## src/hw/rtl/swls_pkg.sv

```systemverilog
// Shared types and constants for the sliding-window latency statistics block.
package swls_pkg;

  localparam int unsigned WindowDepthDefault = 32;
  localparam int unsigned SampleW            = 16;
  localparam int unsigned CountOutW          = 6;

  localparam logic [SampleW-1:0] SampleMax = '1;

  typedef enum logic {
    MODE_ADD   = 1'b0,
    MODE_CLEAR = 1'b1
  } mode_e;

  typedef struct packed {
    logic capture;
    logic fetch;
    logic update;
    logic start;
    logic scan;
    logic load_out;
  } swls_cmd_t;

  typedef struct packed {
    logic empty;
    logic scan_last;
    logic div_busy;
  } swls_status_t;

endpackage

```

## src/hw/rtl/sliding_window_latency_stats.sv

```systemverilog
// Top level of the sliding-window latency statistics block.
//
// Usage:
//   Input channel (in_valid_i / in_ready_o) carries one item: mode_i = 0 adds
//   sample_i to a window of the WINDOW_DEPTH most recent samples, mode_i = 1
//   clears the window. Every item yields exactly one result on the output
//   channel (out_valid_o / out_ready_i): minimum, maximum, floor average,
//   jitter (maximum minus minimum) and the sample count (low 6 bits). All
//   statistics read zero while the window is empty.
//   Steps: an accepted item passes the fetch, update and start states, then, when
//   the window is not empty, a ring scan and a drain, and waits in hold for the divider.
//   The ring is scanned one slot per cycle through its single read port, while a
//   radix-2 divider produces one average bit per cycle alongside it.
//   Throughput: one item at a time; the next item is taken once the result
//   has moved to the output register.
//   A stalled receiver holds the result in the output register; the block
//   still accepts and works on one further item, then waits.
//   Reset empties the window; ring contents are not cleared and are only
//   read after being written.
module sliding_window_latency_stats
  import swls_pkg::*;
#(
  parameter int unsigned WINDOW_DEPTH = WindowDepthDefault
) (
  input  logic                 clk_i,
  input  logic                 rst_ni,
  input  logic                 in_valid_i,
  output logic                 in_ready_o,
  input  logic                 mode_i,
  input  logic [SampleW-1:0]   sample_i,
  output logic                 out_valid_o,
  input  logic                 out_ready_i,
  output logic [SampleW-1:0]   min_value_o,
  output logic [SampleW-1:0]   max_value_o,
  output logic [SampleW-1:0]   average_o,
  output logic [SampleW-1:0]   jitter_o,
  output logic [CountOutW-1:0] sample_count_o
);

  swls_cmd_t    cmd;
  swls_status_t status;

  swls_ctrl u_ctrl (
    .clk_i       (clk_i),
    .rst_ni      (rst_ni),
    .in_valid_i  (in_valid_i),
    .in_ready_o  (in_ready_o),
    .out_valid_o (out_valid_o),
    .out_ready_i (out_ready_i),
    .status_i    (status),
    .cmd_o       (cmd)
  );

  swls_datapath #(
    .WINDOW_DEPTH (WINDOW_DEPTH)
  ) u_datapath (
    .clk_i          (clk_i),
    .rst_ni         (rst_ni),
    .cmd_i          (cmd),
    .status_o       (status),
    .mode_i         (mode_i),
    .sample_i       (sample_i),
    .min_value_o    (min_value_o),
    .max_value_o    (max_value_o),
    .average_o      (average_o),
    .jitter_o       (jitter_o),
    .sample_count_o (sample_count_o)
  );

`ifndef SYNTH
  property p_busy_after_accept;
    @(posedge clk_i) disable iff (!rst_ni)
      (in_valid_i && in_ready_o) |=> !in_ready_o;
  endproperty
  a_busy_after_accept: assert property (p_busy_after_accept)
    else $error("input accepted again while an item is in work");

  property p_min_le_max;
    @(posedge clk_i) disable iff (!rst_ni)
      out_valid_o |-> (min_value_o <= max_value_o);
  endproperty
  a_min_le_max: assert property (p_min_le_max)
    else $error("minimum above maximum");

  property p_jitter_span;
    @(posedge clk_i) disable iff (!rst_ni)
      out_valid_o |-> (jitter_o == max_value_o - min_value_o);
  endproperty
  a_jitter_span: assert property (p_jitter_span)
    else $error("jitter does not match max minus min");
`endif

endmodule

```

## src/hw/rtl/swls_ctrl.sv

```systemverilog
// Sequencer for the window statistics: update, ring scan, divide, result hand-off.
module swls_ctrl
  import swls_pkg::*;
(
  input  logic         clk_i,
  input  logic         rst_ni,
  input  logic         in_valid_i,
  output logic         in_ready_o,
  output logic         out_valid_o,
  input  logic         out_ready_i,
  input  swls_status_t status_i,
  output swls_cmd_t    cmd_o
);

  typedef enum logic [2:0] {
    ST_IDLE,
    ST_FETCH,
    ST_UPDATE,
    ST_START,
    ST_SCAN,
    ST_DRAIN,
    ST_HOLD
  } state_e;

  state_e state_q;
  logic   out_valid_q;

  always_comb begin
    cmd_o      = '0;
    in_ready_o = (state_q == ST_IDLE);
    unique case (state_q)
      ST_IDLE:   cmd_o.capture  = in_valid_i;
      ST_FETCH:  cmd_o.fetch    = 1'b1;
      ST_UPDATE: cmd_o.update   = 1'b1;
      ST_START:  cmd_o.start    = 1'b1;
      ST_SCAN:   cmd_o.scan     = 1'b1;
      ST_DRAIN:  cmd_o          = '0;
      ST_HOLD:   cmd_o.load_out = !status_i.div_busy && (!out_valid_q || out_ready_i);
      default:   cmd_o          = '0;
    endcase
  end

  assign out_valid_o = out_valid_q;

  always_ff @(posedge clk_i or negedge rst_ni) begin
    if (!rst_ni) begin
      state_q     <= ST_IDLE;
      out_valid_q <= 1'b0;
    end else begin
      if (cmd_o.load_out) begin
        out_valid_q <= 1'b1;
      end else if (out_ready_i) begin
        out_valid_q <= 1'b0;
      end
      unique case (state_q)
        ST_IDLE: begin
          if (in_valid_i) state_q <= ST_FETCH;
        end
        ST_FETCH:  state_q <= ST_UPDATE;
        ST_UPDATE: state_q <= ST_START;
        ST_START: begin
          state_q <= status_i.empty ? ST_HOLD : ST_SCAN;
        end
        ST_SCAN: begin
          if (status_i.scan_last) state_q <= ST_DRAIN;
        end
        ST_DRAIN: state_q <= ST_HOLD;
        ST_HOLD: begin
          if (cmd_o.load_out) state_q <= ST_IDLE;
        end
        default: state_q <= ST_IDLE;
      endcase
    end
  end

endmodule

```

## src/hw/rtl/swls_datapath.sv

```systemverilog
// Sample ring, running sum, min/max scan, serial divider and result registers.
module swls_datapath
  import swls_pkg::*;
#(
  parameter int unsigned WINDOW_DEPTH = WindowDepthDefault
) (
  input  logic                 clk_i,
  input  logic                 rst_ni,
  input  swls_cmd_t            cmd_i,
  output swls_status_t         status_o,
  input  logic                 mode_i,
  input  logic [SampleW-1:0]   sample_i,
  output logic [SampleW-1:0]   min_value_o,
  output logic [SampleW-1:0]   max_value_o,
  output logic [SampleW-1:0]   average_o,
  output logic [SampleW-1:0]   jitter_o,
  output logic [CountOutW-1:0] sample_count_o
);

  localparam int unsigned PosW  = (WINDOW_DEPTH > 1) ? $clog2(WINDOW_DEPTH) : 1;
  localparam int unsigned CntW  = $clog2(WINDOW_DEPTH + 1);
  localparam int unsigned SumW  = SampleW + CntW;
  localparam int unsigned StepW = $clog2(SampleW);
  localparam logic [PosW-1:0]  PosLast  = PosW'(WINDOW_DEPTH - 1);
  localparam logic [CntW-1:0]  CntFull  = CntW'(WINDOW_DEPTH);
  localparam logic [StepW-1:0] StepLast = StepW'(SampleW - 1);

  logic [SampleW-1:0] ring_q [WINDOW_DEPTH];
  logic [SampleW-1:0] rd_data_q;
  logic [PosW-1:0]    rd_addr;

  logic               mode_q;
  logic [SampleW-1:0] sample_q;
  logic [PosW-1:0]    pos_q;
  logic [CntW-1:0]    count_q;
  logic [SumW-1:0]    sum_q;
  logic [PosW-1:0]    idx_q;
  logic               cmp_valid_q;
  logic [SampleW-1:0] min_q;
  logic [SampleW-1:0] max_q;

  logic               div_busy_q;
  logic [StepW-1:0]   step_q;
  logic [CntW-1:0]    rem_q;
  logic [SampleW-1:0] quo_q;
  logic [CntW:0]      trial;
  logic               trial_ge;

  logic               full;
  logic [SumW-1:0]    sum_d;

  assign full    = (count_q == CntFull);
  assign rd_addr = cmd_i.fetch ? pos_q : idx_q;

  always_comb begin
    sum_d = sum_q + SumW'(sample_q);
    if (full) sum_d = sum_d - SumW'(rd_data_q);
  end

  assign trial    = {rem_q, quo_q[SampleW-1]};
  assign trial_ge = (trial >= {1'b0, count_q});

  assign status_o.empty     = (count_q == '0);
  assign status_o.scan_last = (CntW'(idx_q) == count_q - CntW'(1));
  assign status_o.div_busy  = div_busy_q;

  always_ff @(posedge clk_i) begin
    rd_data_q <= ring_q[rd_addr];
    if (cmd_i.update && (mode_q == MODE_ADD)) begin
      ring_q[pos_q] <= sample_q;
    end
  end

  always_ff @(posedge clk_i) begin
    if (cmd_i.capture) begin
      mode_q   <= mode_i;
      sample_q <= sample_i;
    end
    if (cmd_i.start) begin
      min_q <= SampleMax;
      max_q <= '0;
    end else if (cmp_valid_q) begin
      if (rd_data_q < min_q) min_q <= rd_data_q;
      if (rd_data_q > max_q) max_q <= rd_data_q;
    end
    if (cmd_i.start) begin
      rem_q <= sum_q[SumW-1:SampleW];
      quo_q <= sum_q[SampleW-1:0];
    end else if (div_busy_q) begin
      rem_q <= trial_ge ? CntW'(trial - {1'b0, count_q}) : CntW'(trial);
      quo_q <= {quo_q[SampleW-2:0], trial_ge};
    end
    if (cmd_i.load_out) begin
      if (count_q == '0) begin
        min_value_o <= '0;
        max_value_o <= '0;
        average_o   <= '0;
        jitter_o    <= '0;
      end else begin
        min_value_o <= min_q;
        max_value_o <= max_q;
        average_o   <= quo_q;
        jitter_o    <= max_q - min_q;
      end
      sample_count_o <= CountOutW'(count_q);
    end
  end

  always_ff @(posedge clk_i or negedge rst_ni) begin
    if (!rst_ni) begin
      pos_q       <= '0;
      count_q     <= '0;
      sum_q       <= '0;
      idx_q       <= '0;
      cmp_valid_q <= 1'b0;
      div_busy_q  <= 1'b0;
      step_q      <= '0;
    end else begin
      if (cmd_i.update) begin
        if (mode_q == MODE_CLEAR) begin
          pos_q   <= '0;
          count_q <= '0;
          sum_q   <= '0;
        end else begin
          pos_q <= (pos_q == PosLast) ? '0 : pos_q + PosW'(1);
          sum_q <= sum_d;
          if (!full) count_q <= count_q + CntW'(1);
        end
      end
      if (cmd_i.start) begin
        idx_q <= '0;
      end else if (cmd_i.scan) begin
        idx_q <= idx_q + PosW'(1);
      end
      cmp_valid_q <= cmd_i.scan;
      if (cmd_i.start && (count_q != '0)) begin
        div_busy_q <= 1'b1;
        step_q     <= '0;
      end else if (div_busy_q) begin
        step_q <= step_q + StepW'(1);
        if (step_q == StepLast) div_busy_q <= 1'b0;
      end
    end
  end

endmodule

```

## config.mk

```make
export PLATFORM = sky130hd
export DESIGN_NAME = sliding_window_latency_stats
export DESIGN_NICKNAME = d
export VERILOG_FILES = /design/src/hw/rtl/swls_pkg.sv /design/src/hw/rtl/sliding_window_latency_stats.sv /design/src/hw/rtl/swls_ctrl.sv /design/src/hw/rtl/swls_datapath.sv
export SDC_FILE = /design/constraint.sdc
export NUM_CORES = 1
export LEC_CHECK = 0
export ABC_CLOCK_PERIOD_IN_PS = 4700
export BUFFER_PORTS_ARGS = -buffer_cell sky130_fd_sc_hd__buf_2
export CAP_MARGIN = 20
export CORE_ASPECT_RATIO = 1.1
export CORE_MARGIN = 5
export CORE_UTILIZATION = 35
export DETAILED_ROUTE_END_ITERATION = 12
export GPL_ROUTABILITY_DRIVEN = 0
export GPL_TIMING_DRIVEN = 0
export SLEW_MARGIN = 40
export SYNTH_ARGS = -nofsm -noshare
export SYNTH_HDL_FRONTEND = slang
export SYNTH_HIERARCHICAL = 1
export SYNTH_SLANG_ARGS = --single-unit
```

## constraint.sdc

```tcl
create_clock -name clk_i -period 4.7 [get_ports clk_i]
set_clock_uncertainty 0.15 [all_clocks]
set_input_delay 1.41 -clock clk_i [delete_from_list [all_inputs] [get_ports clk_i]]
set_output_delay 1.41 -clock clk_i [all_outputs]
set_load 0.02 [all_outputs]
```

==> impl_metrics.tcl <==
set metrics [dict create \
    crit_type "flop to flop" \
    powerDensity_mw_per_mm2 615 \
    p_leak_uw 0.0129 \
    cap_violations 0 \
    wl_per_cell_microns 22.4 \
    ys_async_sr_fraction 0.0669 \
    clkLatencyLatePin_ns 0.63 \
    track_usage 0.164 \
    syn_to_final_growth_pct 16.8 \
    dr.pass1.iters 5 \
    hold_viol_final 0 \
    setup_viol 0 \
    antenna_found_initial 0 \
    die_h_microns 324 \
    core_sq_mm 0.0891 \
    num_rows 115 \
    cts.htree.levels 3 \
    drt-total-wl_microns 79300 \
    yosysWarnings 6 \
    cts_tree "yes" \
    ys_seq_area_frac 0.665 \
    synth.distinct_cells 75 \
    path_max_fanout 13 \
    clk_pin_slew_ns 0.06 \
    relSlewSlack 0.428 \
    setup_tns_ns 0 \
    vias 18700 \
    vdd_drop_max_mv 0.298 \
    regToRegEndpoint "u_datapath/sum_q[21]" \
    syn_nets 2209 \
    cts_buffers 78 \
    post_drt_via_cell_ratio 5.27 \
    grt_first_pass_wirelength_microns 119000 \
    final_core_util 0.410 \
    drc 0 \
    required_ns 5.02 \
    fin_crit_sh 0.956 \
    worstRegToRegCells 16 \
    grt_max_degree 49 \
    grt_pass1_vias 19100 \
    dp_hpwl_microns 56200 \
    drive_gt1_frac 0.207 \
    crit_path_start_kind "flop" \
    numPortBuffers 92 \
    worst_setup_path_end_kind "flop" \
    synthFlopType "edfxtp_1" \
    synth_common_cells "edfxtp_1, nand2_1, nor2_1" \
    top_level_ports 93 \
    synth_seq_cells 717 \
    final_cell_count_no_fill 3543 \
    yosysMostFrequentCell "edfxtp_1" \
    netlist_area_sq_mm 0.0313 \
    dp.cells 3392 \
    ant_nets 0 \
    drv_slew 0 \
    cp_data_arrival_time_ns 4.81 \
    syn_area_per_cell_sq_um 15.0 \
    netlist_instances 2091 \
    clockBufferDepth 3 \
    num-fill-cells 8021 \
    nets 2428 \
    status "complete, no violations" \
    rrSetupSlack_ns 0.21 \
    fmax_mhz 223 \
    synth_edf_count 621 \
    start_util 0.351 \
    worst_pin_slew_ns 0.858 \
    worstHoldEndpoint "u_datapath/sample_count_o[2]" \
    root_buffer "clkbuf_16" \
    fp.dieW_microns 295 \
    hold_class "flop to flop" \
    hold_depth 0 \
    yosys.area.top_type_share 0.596 \
    hold_start "u_datapath/count_q[2]" \
    grt-ovfl-total 0 \
    drt_iter0_markers 1498 \
    r2r-start "u_datapath/sample_q[2]" \
    n_antenna_cell 0 \
    cts.sinks 717 \
    die_area_sq_mm 0.0954 \
    synth_area_leaders "edfxtp_1, mux4_2, dfrtp_1, ha_1, dfxtp_1" \
    synth_top_area_cell "edfxtp_1" \
    finalCriticalPeriod_ns 4.49 \
]
==> how the worst max path moves through the flow <==
stage	from	endpoint	slack [ns]	cells past startpoint
CTS	u_datapath/sample_q[8]	u_datapath/sum_q[17]	0.01	18
detailed placement	u_datapath/sample_q[0]	u_datapath/sum_q[17]	-0.29	21
floorplan	u_datapath/sample_q[0]	u_datapath/sum_q[17]	0.47	19
global placement	u_datapath/sample_q[0]	u_datapath/sum_q[17]	-0.66	19
finish	u_datapath/sample_q[2]	u_datapath/sum_q[21]	0.21	16
global route	u_datapath/sample_q[7]	u_datapath/sum_q[17]	-0.02	17
==> placed cells by master (no fill, tap or decap), types with 9 or more instances in the layout <==
cell type	count
a211o_1	17
a211oi_1	10
a21o_1	20
a21oi_1	44
and2_1	24
buf_2	106
buf_4	12
buf_6	30
buf_8	9
clkbuf_1	81
clkbuf_16	79
clkinv_1	16
clkinv_2	15
dfrtp_1	48
dfxtp_1	48
edfxtp_1	621
ha_1	91
inv_1	83
mux2_2	23
mux2i_1	32
mux4_2	128
nand2_1	197
nand2b_1	46
nand3_1	99
nand4_1	15
nor2_1	106
nor2_4	33
nor2b_1	14
nor3_1	21
o211ai_1	9
o21a_1	14
o21ai_0	68
xnor2_1	35
xor2_1	22
==> metrics by stage <==
step | setup slack, ns | cell area [sq um] | total power, uW | hold slack (ns)
floorplan | 0.471 | 31300 | 14000 | 0.273
global placement | -0.656 | 33200 | 16200 | 0.284
detailed placement | -0.292 | 33900 | 16600 | 0.290
CTS | 0.0108 | 36400 | 22600 | 0.303
global route | -0.0243 | 36500 | 23800 | 0.328
finish | 0.209 | 36500 | 22500 | 0.298
==> what timing repair did <==
action                                  in CTS  in global routing
buffers inserted                             3                  6
cloned                                       0                  1
endpoints found under the setup margin       8                  7
pin swaps                                    1                  4
hold buffers                                 0                  0
resized for setup                            2                 13
==> critical path, cell delays in order, from the launching register on <==
cell      delay [ns]
edfxtp_1        0.53
buf_6           0.23
ha_1            0.41
o211ai_1        0.15
o211ai_1        0.26
buf_4           0.17
nand3_1         0.10
and2_1          0.21
xnor2_1         0.25
ha_1            0.36
a21o_1          0.22
a21o_1          0.20
a211oi_2        0.28
o21ai_2         0.13
buf_4           0.15
o41ai_1         0.32
o221ai_1        0.18
==> cell families after synthesis <==
logic type / after synthesis / share of synthesized area
AOI/OAI and AO/OA: 260 / 0.0562
xor gates and xnor gates: 58 / 0.0162
adders and majority gates: 97 / 0.0398
buffers and inverters: 179 / 0.0228
DFF: 717 / 0.665
muxes: 184 / 0.111
and+or+nand+nor: 596 / 0.0886
==> layout make-up <==
cell class              instances  area (sq um)  share of cell area
plain buffers                  94           395              0.0108
clock buffers                  97          2070              0.0567
clock inverters                46           379              0.0104
inverters                      84           315             0.00863
multi-input cells            1195         10100               0.276
flip-flops and latches        717         20800               0.569
well taps                    1170          1460              0.0401
repair buffers                140          1030              0.0281
==> report_power, final <==
group / switching (uW) / internal, uW / leakage (uW) / total [uW]
Combinational: 4840 / 3420 / 0.00507 / 8270
Sequential: 521 / 7790 / 0.00666 / 8310
Clock: 2510 / 3370 / 0.00121 / 5890
==> per-layer routing <==
| metal | vias up | track usage | wire length [microns] |
|---|---|---|---|
| met5 | - | 0 | 0 |
| met4 | 0 | 0.0496 | 2040 |
| met3 | 114 | 0.0255 | 4680 |
| met2 | 583 | 0.284 | 39600 |
| met1 | 9546 | 0.213 | 32900 |
| li1 | 8419 | - | - |
==> flip-flops by register name, indices dropped and copies added, names as in the netlist, 3 cells and up <==
| name | cells |
|---|---|
| u_datapath/max_q | 16 |
| u_datapath/min_q | 16 |
| u_datapath/count_q | 6 |
| u_datapath/jitter_o | 16 |
| u_ctrl/state_q | 3 |
| u_datapath/sample_count_o | 6 |
| u_datapath/ring_q | 512 |
| u_datapath/max_value_o | 16 |
| u_datapath/min_value_o | 16 |
| u_datapath/pos_q | 5 |
| u_datapath/rem_q | 6 |
| u_datapath/idx_q | 5 |
| u_datapath/average_o | 16 |
| u_datapath/rd_data_q | 16 |
| u_datapath/quo_q | 16 |
| u_datapath/sum_q | 22 |
| u_datapath/step_q | 4 |
| u_datapath/sample_q | 16 |
(Power assumes the default switching activity.)
